$ cat config.mk
export PLATFORM = sky130hd
export DESIGN_NAME = scalar_kalman_filter_flat
export DESIGN_NICKNAME = d
export VERILOG_FILES = /design/src/hw/rtl/skf_pkg.sv /design/src/hw/rtl/skf_in_if.sv /design/src/hw/rtl/skf_out_if.sv /design/src/hw/rtl/skf_div.sv /design/src/hw/rtl/scalar_kalman_filter.sv /design/src/flat_wrapper.sv
export SDC_FILE = /design/constraint.sdc
export NUM_CORES = 2
export LEC_CHECK = 0
export BUFFER_PORTS_ARGS = -buffer_cell sky130_fd_sc_hd__buf_2
export CAP_MARGIN = 20
export CORE_AREA = 2 2 384 386
export CTS_BUF_LIST = sky130_fd_sc_hd__clkbuf_4
export DETAILED_ROUTE_END_ITERATION = 10
export DIE_AREA = 0 0 386 388
export GPL_ROUTABILITY_DRIVEN = 0
export HOLD_SLACK_MARGIN = 0.05
export PLACE_DENSITY_LB_ADDON = 0.08
export SLEW_MARGIN = 20
export SYNTH_ARGS = -nofsm -noshare
export SYNTH_HDL_FRONTEND = slang
export SYNTH_SLANG_ARGS = --single-unit
$ cat constraint.sdc
create_clock -name clk -period 16 [get_ports clk]
set_input_delay 2.4 -clock clk [delete_from_list [all_inputs] [get_ports clk]]
set_output_delay 2.4 -clock clk [all_outputs]
set_load 0.05 [all_outputs]
$ cat src/hw/rtl/skf_pkg.sv
`default_nettype none

package skf_pkg;

  localparam int FRAC_BITS = 16;

  // field widths
  localparam int EST_W  = 32;
  localparam int COV_W  = 31;
  localparam int GAIN_W = 17;
  localparam int DEN_W  = COV_W + 1;
  localparam int CFG_W  = 32;

  // divider: quotient never exceeds 2^FRAC_BITS
  localparam int DIV_STEPS = FRAC_BITS + 1;
  localparam int DIV_CNT_W = $clog2(DIV_STEPS + 1);
  localparam int GQ_W      = DIV_STEPS;

  // shared multiplier operand widths
  localparam int MA_W = GQ_W + 1;
  localparam int MB_W = EST_W + 1;
  localparam int MP_W = MA_W + MB_W;

  localparam logic [COV_W-1:0] PROC_NOISE_RST = COV_W'(1180);
  localparam logic [COV_W-1:0] MEAS_NOISE_RST = COV_W'(35521);
  localparam logic [EST_W-1:0] START_EST_RST  = EST_W'(0);
  localparam logic [COV_W-1:0] START_COV_RST  = COV_W'(1311);

  typedef enum logic [1:0] {
    CFG_PROC_NOISE = 2'd0,
    CFG_MEAS_NOISE = 2'd1,
    CFG_START_EST  = 2'd2,
    CFG_START_COV  = 2'd3
  } cfg_idx_t;

  typedef enum logic [2:0] {
    ST_IDLE,
    ST_PRED,
    ST_DIV,
    ST_MUL_E,
    ST_MUL_C,
    ST_COV,
    ST_OUT
  } skf_state_t;

endpackage

`default_nettype wire

$ cat src/hw/rtl/skf_in_if.sv
`default_nettype none

interface skf_in_if import skf_pkg::*; ();
  logic                    valid;
  logic                    ready;
  logic signed [EST_W-1:0] measurement;

  modport source (output valid, output measurement, input ready);
  modport sink   (input valid, input measurement, output ready);
endinterface

`default_nettype wire

$ cat src/hw/rtl/skf_out_if.sv
`default_nettype none

interface skf_out_if import skf_pkg::*; ();
  logic                    valid;
  logic                    ready;
  logic signed [EST_W-1:0] estimate;
  logic [COV_W-1:0]        covariance;
  logic [GAIN_W-1:0]       gain;

  modport source (output valid, output estimate, output covariance, output gain, input ready);
  modport sink   (input valid, input estimate, input covariance, input gain, output ready);
endinterface

`default_nettype wire

$ cat src/hw/rtl/skf_div.sv
`default_nettype none

// Restoring divider, one quotient bit per cycle: quot = floor(num * 2^FRAC_BITS / den).
// Requires num <= den, so the quotient fits in FRAC_BITS+1 bits.
module skf_div import skf_pkg::*; (
  input  wire logic             clk,
  input  wire logic             rst_n,
  input  wire logic             start,
  input  wire logic [COV_W-1:0] num,
  input  wire logic [DEN_W-1:0] den,
  output logic                  done,
  output logic [GQ_W-1:0]       quot
);

  logic [DIV_CNT_W-1:0] cnt_r;
  logic                 first_r;
  logic                 done_r;
  logic [DEN_W-1:0]     rem_r, rem_nxt;
  logic [DEN_W-1:0]     den_r;
  logic [GQ_W-1:0]      quot_r;
  logic [DEN_W:0]       trial;
  logic [DEN_W:0]       diff;
  logic                 ge;

  // first step compares the plain numerator (integer quotient bit)
  always_comb begin
    trial   = first_r ? {1'b0, rem_r} : {rem_r, 1'b0};
    diff    = trial - {1'b0, den_r};
    ge      = (trial >= {1'b0, den_r});
    rem_nxt = ge ? diff[DEN_W-1:0] : trial[DEN_W-1:0];
  end

  always_ff @(posedge clk) begin
    if (!rst_n) begin
      cnt_r   <= '0;
      first_r <= 1'b0;
      done_r  <= 1'b0;
    end else begin
      done_r <= 1'b0;
      if (start) begin
        cnt_r   <= DIV_CNT_W'(DIV_STEPS);
        first_r <= 1'b1;
      end else if (cnt_r != '0) begin
        cnt_r   <= cnt_r - DIV_CNT_W'(1);
        first_r <= 1'b0;
        done_r  <= (cnt_r == DIV_CNT_W'(1));
      end
    end
  end

  always_ff @(posedge clk) begin
    if (start) begin
      rem_r  <= {1'b0, num};
      den_r  <= den;
      quot_r <= '0;
    end else if (cnt_r != '0) begin
      rem_r  <= rem_nxt;
      quot_r <= {quot_r[GQ_W-2:0], ge};
    end
  end

  assign done = done_r;
  assign quot = quot_r;

endmodule

`default_nettype wire

$ cat src/hw/rtl/scalar_kalman_filter.sv
`default_nettype none

// Channel  Dir  Payload                                 Handshake
// in_ch    in   measurement (s32 Q16.16)                valid/ready
// out_ch   out  estimate s32, covariance u31, gain u17  valid/ready
// cfg_*    in   cfg_idx 2b, cfg_wdata 32b               cfg_we, no wait
//
// From acceptance to out valid, a measurement's time goes mostly to the
// bit-serial divider forming the gain with FRAC_BITS fraction bits (16 at
// Q16.16); estimate and covariance then share one multiplier. in_ch.ready is
// high only when idle, so a result held by a stalled sink blocks the next
// transaction. Synchronous active-low reset restores register defaults and
// the initial estimate/covariance.
module scalar_kalman_filter import skf_pkg::*; (
  input  wire logic             clk,
  input  wire logic             rst_n,
  skf_in_if.sink                in_ch,
  skf_out_if.source             out_ch,
  input  wire logic             cfg_we,
  input  wire logic [1:0]       cfg_idx,
  input  wire logic [CFG_W-1:0] cfg_wdata
);

  localparam int CORR_W = MP_W - FRAC_BITS;
  localparam int EW     = CORR_W + 1;
  localparam int GX_W   = (GQ_W > GAIN_W) ? GQ_W : GAIN_W;
  localparam logic signed [MP_W-1:0] HALF  = MP_W'(1) <<< (FRAC_BITS - 1);
  localparam logic [GQ_W-1:0]        ONE_G = GQ_W'(1) << FRAC_BITS;
  localparam logic signed [EW-1:0]   EST_MAX = (EW'(1) <<< (EST_W - 1)) - EW'(1);
  localparam logic signed [EW-1:0]   EST_MIN = -(EW'(1) <<< (EST_W - 1));

  skf_state_t state_r, state_nxt;

  logic [COV_W-1:0]        pn_r, mn_r;
  logic signed [EST_W-1:0] est_r;
  logic [COV_W-1:0]        cov_r;
  logic [COV_W-1:0]        pm_r;
  logic signed [MB_W-1:0]  diff_r;
  logic                    den_zero_r;
  logic [GQ_W-1:0]         gain_r;
  logic signed [MP_W-1:0]  prod_r;
  logic signed [EST_W-1:0] out_est_r;
  logic [COV_W-1:0]        out_cov_r;
  logic [GAIN_W-1:0]       out_gain_r;

  logic                    in_acc;
  logic                    div_start, div_done;
  logic [GQ_W-1:0]         div_quot;
  logic [DEN_W-1:0]        den;
  logic [COV_W:0]          pred_sum;
  logic [COV_W-1:0]        pm;
  logic                    mul_en, mul_cov_sel, est_we, cov_we;
  logic signed [MA_W-1:0]  mul_a;
  logic signed [MB_W-1:0]  mul_b;
  logic signed [MP_W-1:0]  rnd;
  logic signed [CORR_W-1:0] corr;
  logic signed [EW-1:0]    est_wide;
  logic signed [EST_W-1:0] est_new;
  logic [COV_W-1:0]        cov_new;
  logic [GX_W-1:0]         gain_x;

  assign in_acc = in_ch.valid && in_ch.ready;

  // ---------------- sequencer ----------------
  always_comb begin
    state_nxt = state_r;
    unique case (state_r)
      ST_IDLE:  if (in_ch.valid) begin
        state_nxt = ST_PRED;
      end
      ST_PRED:  state_nxt = ST_DIV;
      ST_DIV:   if (div_done) begin
        state_nxt = ST_MUL_E;
      end
      ST_MUL_E: state_nxt = ST_MUL_C;
      ST_MUL_C: state_nxt = ST_COV;
      ST_COV:   state_nxt = ST_OUT;
      ST_OUT:   if (out_ch.ready) begin
        state_nxt = ST_IDLE;
      end
      default:  state_nxt = ST_IDLE;
    endcase
  end

  always_comb begin
    in_ch.ready  = 1'b0;
    out_ch.valid = 1'b0;
    div_start    = 1'b0;
    mul_en       = 1'b0;
    mul_cov_sel  = 1'b0;
    est_we       = 1'b0;
    cov_we       = 1'b0;
    unique case (state_r)
      ST_IDLE:  in_ch.ready = 1'b1;
      ST_PRED:  div_start = 1'b1;
      ST_DIV:   ;
      ST_MUL_E: mul_en = 1'b1;
      ST_MUL_C: begin
        mul_en      = 1'b1;
        mul_cov_sel = 1'b1;
        est_we      = 1'b1;
      end
      ST_COV:   cov_we = 1'b1;
      ST_OUT:   out_ch.valid = 1'b1;
      default:  ;
    endcase
  end

  always_ff @(posedge clk) begin
    if (!rst_n) begin
      state_r <= ST_IDLE;
    end else begin
      state_r <= state_nxt;
    end
  end

  // ---------------- prediction and gain ----------------
  assign pred_sum = {1'b0, cov_r} + {1'b0, pn_r};
  assign pm       = pred_sum[COV_W] ? {COV_W{1'b1}} : pred_sum[COV_W-1:0];
  assign den      = {1'b0, pm_r} + {1'b0, mn_r};

  skf_div u_div (
    .clk   (clk),
    .rst_n (rst_n),
    .start (div_start),
    .num   (pm_r),
    .den   (den),
    .done  (div_done),
    .quot  (div_quot)
  );

  always_ff @(posedge clk) begin
    if (in_acc) begin
      pm_r   <= pm;
      diff_r <= MB_W'(in_ch.measurement) - MB_W'(est_r);
    end
    if (div_start) begin
      den_zero_r <= (den == '0);
    end
    if (state_r == ST_DIV && div_done) begin
      gain_r <= den_zero_r ? '0 : div_quot;
    end
  end

  // ---------------- shared multiplier ----------------
  always_comb begin
    if (mul_cov_sel) begin
      mul_a = signed'({1'b0, ONE_G - gain_r});
      mul_b = signed'({{(MB_W-COV_W){1'b0}}, pm_r});
    end else begin
      mul_a = signed'({1'b0, gain_r});
      mul_b = diff_r;
    end
  end

  always_ff @(posedge clk) begin
    if (mul_en) begin
      prod_r <= mul_a * mul_b;
    end
  end

  // round half up, floor shift
  assign rnd      = prod_r + HALF;
  assign corr     = rnd[MP_W-1:FRAC_BITS];
  assign est_wide = EW'(est_r) + EW'(corr);
  assign cov_new  = rnd[FRAC_BITS +: COV_W];
  assign gain_x   = GX_W'(gain_r);

  always_comb begin
    if (est_wide > EST_MAX) begin
      est_new = EST_MAX[EST_W-1:0];
    end else if (est_wide < EST_MIN) begin
      est_new = EST_MIN[EST_W-1:0];
    end else begin
      est_new = est_wide[EST_W-1:0];
    end
  end

  // ---------------- state and configuration ----------------
  always_ff @(posedge clk) begin
    if (!rst_n) begin
      pn_r  <= PROC_NOISE_RST;
      mn_r  <= MEAS_NOISE_RST;
      est_r <= START_EST_RST;
      cov_r <= START_COV_RST;
    end else begin
      if (cfg_we) begin
        unique case (cfg_idx_t'(cfg_idx))
          CFG_PROC_NOISE: pn_r  <= cfg_wdata[COV_W-1:0];
          CFG_MEAS_NOISE: mn_r  <= cfg_wdata[COV_W-1:0];
          CFG_START_EST:  est_r <= cfg_wdata[EST_W-1:0];
          CFG_START_COV:  cov_r <= cfg_wdata[COV_W-1:0];
          default:        ;
        endcase
      end
      if (est_we) begin
        est_r <= est_new;
      end
      if (cov_we) begin
        cov_r <= cov_new;
      end
    end
  end

  always_ff @(posedge clk) begin
    if (est_we) begin
      out_est_r <= est_new;
    end
    if (cov_we) begin
      out_cov_r  <= cov_new;
      out_gain_r <= gain_x[GAIN_W-1:0];
    end
  end

  assign out_ch.estimate   = out_est_r;
  assign out_ch.covariance = out_cov_r;
  assign out_ch.gain       = out_gain_r;

  // ---------------- assertions ----------------
  a_acc_starts: assert property (@(posedge clk) disable iff (!rst_n)
    in_acc |=> state_r == ST_PRED)
    else $error("accepted transaction did not start prediction");

  a_cov_bound: assert property (@(posedge clk) disable iff (!rst_n)
    out_ch.valid |-> out_ch.covariance <= pm_r)
    else $error("updated covariance exceeds prediction");

  a_gain_bound: assert property (@(posedge clk) disable iff (!rst_n)
    state_r == ST_MUL_E |-> gain_r <= ONE_G)
    else $error("gain above one");

  a_zero_den: assert property (@(posedge clk) disable iff (!rst_n)
    state_r == ST_MUL_E && den_zero_r |-> gain_r == '0)
    else $error("nonzero gain with zero denominator");

endmodule

`default_nettype wire

$ cat src/flat_wrapper.sv
// flat-port wrapper written by rule: the top's interface ports become plain ports
module scalar_kalman_filter_flat import skf_pkg::*;
  (clk, rst_n, cfg_we, cfg_idx, cfg_wdata, in_ch_valid, in_ch_measurement, in_ch_ready, out_ch_valid, out_ch_estimate, out_ch_covariance, out_ch_gain, out_ch_ready);
  skf_in_if in_ch_i ();
  skf_out_if out_ch_i ();
  input  wire logic clk;
  input  wire logic rst_n;
  input  wire logic cfg_we;
  input  wire logic [1:0] cfg_idx;
  input  wire logic [CFG_W-1:0] cfg_wdata;
  input wire logic [$bits(in_ch_i.valid)-1:0] in_ch_valid;
  input wire logic [$bits(in_ch_i.measurement)-1:0] in_ch_measurement;
  output wire logic [$bits(in_ch_i.ready)-1:0] in_ch_ready;
  output wire logic [$bits(out_ch_i.valid)-1:0] out_ch_valid;
  output wire logic [$bits(out_ch_i.estimate)-1:0] out_ch_estimate;
  output wire logic [$bits(out_ch_i.covariance)-1:0] out_ch_covariance;
  output wire logic [$bits(out_ch_i.gain)-1:0] out_ch_gain;
  input wire logic [$bits(out_ch_i.ready)-1:0] out_ch_ready;
  assign in_ch_i.valid = in_ch_valid;
  assign in_ch_i.measurement = in_ch_measurement;
  assign in_ch_ready = in_ch_i.ready;
  assign out_ch_valid = out_ch_i.valid;
  assign out_ch_estimate = out_ch_i.estimate;
  assign out_ch_covariance = out_ch_i.covariance;
  assign out_ch_gain = out_ch_i.gain;
  assign out_ch_i.ready = out_ch_ready;
  scalar_kalman_filter u_core (.clk(clk), .rst_n(rst_n), .in_ch(in_ch_i), .out_ch(out_ch_i), .cfg_we(cfg_we), .cfg_idx(cfg_idx), .cfg_wdata(cfg_wdata));
endmodule
==> results by group <==
Status
  • Status: finished clean

Detailed routing
  • Post-Route WL: 163 mm
  • Detailed Route Iter0 Violations: between 2000 and 2500
  • Wire per inst: approximately 23 µm
  • Pre-Repair DR Iteration Count: 6
  • Via count: 35000
  • Vias/cell: 4.95
  • Antenna-violating nets left: 0
  • Residual DRC: 0

Timing
  • Period utilization: a little over 60%
  • Max-slew headroom: between 20% and 30%
  • Final Hold Viols: 0
  • Final setup fails: 0
  • Slew Limit Fails: 0
  • Clk_skew: 0.103 ns
  • Final min period: 9.90 ns
  • Highest clock rate: 101 MHz
  • Worst-margin pin slew: between 1 and 1.5 ns
  • Final TNS setup: 0 ns
  • RSZ-0062 raised after global routing: false

Worst setup path
  • Required time of the critical path: 16.87 ns
  • Crit-path slowest cell: buf_4
  • Crit path to: u_core.prod_r[45]$_DFFE_PP_
  • Worst R2R Setup Slack: 6.10 ns
  • Startpoint Class: flip-flop
  • Endpoint type of the worst setup path: flip-flop
  • Crit path arrival time: 10.76 ns
  • Crit path max fanout: 63
  • Crit path top cell by count: fa_1
  • Worst r2r dst: u_core.prod_r[45]$_DFFE_PP_
  • R2R depth: 27
  • Critical path class: flip-flop to flip-flop
  • CP Launch Point: u_core.state_r[2]$_SDFFE_PN0P_
  • Max incr delay on CP: 0.84 ns
  • R2r startpoint: u_core.state_r[2]$_SDFFE_PN0P_

Synth
  • Syn_area_per_cell: 8.93 µm²
  • Seq/Total Area, Yosys: around 25%
  • Yosys reg bits: roughly 410
  • Largest area contributor in the netlist: fa_1
  • Number of enable flip-flop cells after synthesis: 261
  • Share of Yosys cell area claimed by the top area cell type: 24.8%
  • Syn. warnings: 0
  • Top post-synthesis cells by area: fa_1 25%, edfxtp_1 18%, ha_1 8.1%
  • Mapped cell area: 43500 µm²
  • Syn Nets: 5760
  • Asr flop ratio synth: 0%
  • Most frequent cell after synthesis: nand2_1
  • Mapped Cells: 4867
  • Top FF cell, synth: edfxtp_1
  • Synth cell types: 83
  • Post-synth top cells: 861 x nand2_1, 767 x inv_1, 539 x fa_1

Floorplanning
  • Initial Util: 29.9%
  • Core area: 145000 µm²
  • Die ar.: 150000 µm²
  • Die width: 386 µm
  • Die height: 388 µm
  • Row count: between 100 and 150
  • Io pins: 153

Layout
  • Nets: 5929
  • Layout cells sized above 1: 10.5%
  • Area added between synthesis and finish: 11.7%
  • Filler Cells Inserted: approximately 15000

Clocking
  • CTS Buffer Depth: 3
  • H-tree depth: 4
  • CTS hold repair buffers: 0
  • Num CTS Buffers: 135
  • CTS tree: built
  • Reg clk slew, reported paths: 0.07 ns
  • Worst-Skew Late Latency: roughly 1.2 ns
  • Post-CTS Setup Bufs: 0
  • Clk sink count: 414
  • Clk root buf: clkbuf_4
  • Post-CTS Resized: 0

Flow run
  • Max Cap Violations: 0

Worst hold path
  • Hold/Removal Path Class: flip-flop to flip-flop

Placement
  • Port buffer count: 152
  • Post-DP HPWL: 128 mm

GRT
  • Largest net degree at the start of global routing: 64
  • GRT Overall Usage: 22.0%
  • Vias in the first global route: 35500
  • Initial antenna violation count: 10
  • GRT Residual Overflow: 0
  • First-pass GRT wire length: 243 mm
[final cells by class]
cell class                 count  area [µm²]  area share (%)
multi-input combinational   3491       29200            60.2
sequential                   414       10900            22.5
inverter                     768        2880            5.94
tap                         1917        2400            4.94
clock buffer                 206        1550            3.19
timing repair buffer         226        1340            2.75
clock inverter                40         245           0.505
antenna                       14        35.0          0.0722
[kinds of logic after synthesis]
| logic type | after synthesis | synth area share (%) |
|---|---|---|
| compound gates | 813 | 12.0 |
| xor+xnor | 216 | 4.35 |
| simple gates | 1567 | 15.5 |
| mux | 73 | 1.77 |
| flops | 414 | 25.1 |
| fa+ha+maj | 822 | 33.0 |
| buf+inv | 962 | 8.30 |
[worst max-delay path: cells and delay by family, from the launching register on]
kind | cells | cell delay, ns
compound gates | 4 | 1.62
xor+xnor | 1 | 0.14
simple gates | 9 | 2.21
flops | 1 | 0.36
buf+inv | 6 | 1.69
fa+ha+maj | 7 | 3.46
[state kept, by name, summed over array words and instances (netlist names), 31 cells and up]
name and count:
u_core.cov_r 31, u_core.out_ch.estimate 32, u_core.pn_r 31, u_core.diff_r 33
u_core.u_div.rem_r 32, u_core.mn_r 31, u_core.prod_r 36, u_core.u_div.den_r 32
u_core.pm_r 31, u_core.est_r 32, u_core.out_ch.covariance 31
[per-stage QoR]
step / setup WS [ns] / hold slack [ns] / std cells / area [µm²] / utilization (%)
global placement: 6.19 / 0.442 / 6815 / 46700 / 32.2
global route: 5.52 / 0.478 / 7072 / 48500 / 33.4
finish: 6.10 / 0.446 / 7076 / 48600 / 33.4
detailed placement: 6.18 / 0.443 / 6815 / 46700 / 32.2
CTS: 6.16 / 0.451 / 7061 / 48500 / 33.4
floorplan: 7.05 / 0.424 / 4867 / 43500 / -
[layout by cell type (no fill, tap or decap), types with 152 or more instances in the layout]
cell type / netlist / layout
nand2_1: 861 / 858
inv_1: 767 / 764
fa_1: 539 / 539
buf_2: 0 / 152
o21ai_0: 176 / 175
nor2_1: 337 / 336
a21oi_1: 272 / 271
edfxtp_1: 261 / 261
ha_1: 283 / 283
dfxtp_1: 153 / 153
clkbuf_4: 0 / 206
[worst min-delay path by stage]
| stage | startpoint | end | slack [ns] | depth (start not counted) |
|---|---|---|---|---|
| after detailed placement | u_core.u_div.quot[16]$_SDFFE_PP0P_ | u_core.u_div.quot[16]$_SDFFE_PP0P_ | 0.44 | 2 |
| after CTS | u_core.u_div.quot[16]$_SDFFE_PP0P_ | u_core.u_div.quot[16]$_SDFFE_PP0P_ | 0.45 | 2 |
| after floorplan | u_core.gain_r[0]$_SDFFCE_PP0P_ | u_core.out_ch.gain[0]$_DFFE_PP_ | 0.42 | 0 |
| after global placement | u_core.u_div.quot[16]$_SDFFE_PP0P_ | u_core.u_div.quot[16]$_SDFFE_PP0P_ | 0.44 | 2 |
| final | u_core.u_div.quot[16]$_SDFFE_PP0P_ | u_core.u_div.quot[16]$_SDFFE_PP0P_ | 0.45 | 2 |
| after global routing | u_core.u_div.quot[16]$_SDFFE_PP0P_ | u_core.u_div.quot[16]$_SDFFE_PP0P_ | 0.48 | 2 |
[metal layers]
metal | share of wire [%] | GRT usage [%] | vias to the layer above | wire length, µm
li1 | - | - | 16300 | -
met4 | 2.3 | 5.20 | 0 | 3800
met5 | 0 | 0 | - | 0
met2 | 44 | 33.7 | 925 | 71800
met1 | 48 | 32.2 | 17600 | 78500
met3 | 5.3 | 3.64 | 181 | 8560
Power is left out: the tool's default activity adds up to more than one toggle a clock period on the data nets, which glitch-free logic cannot reach.
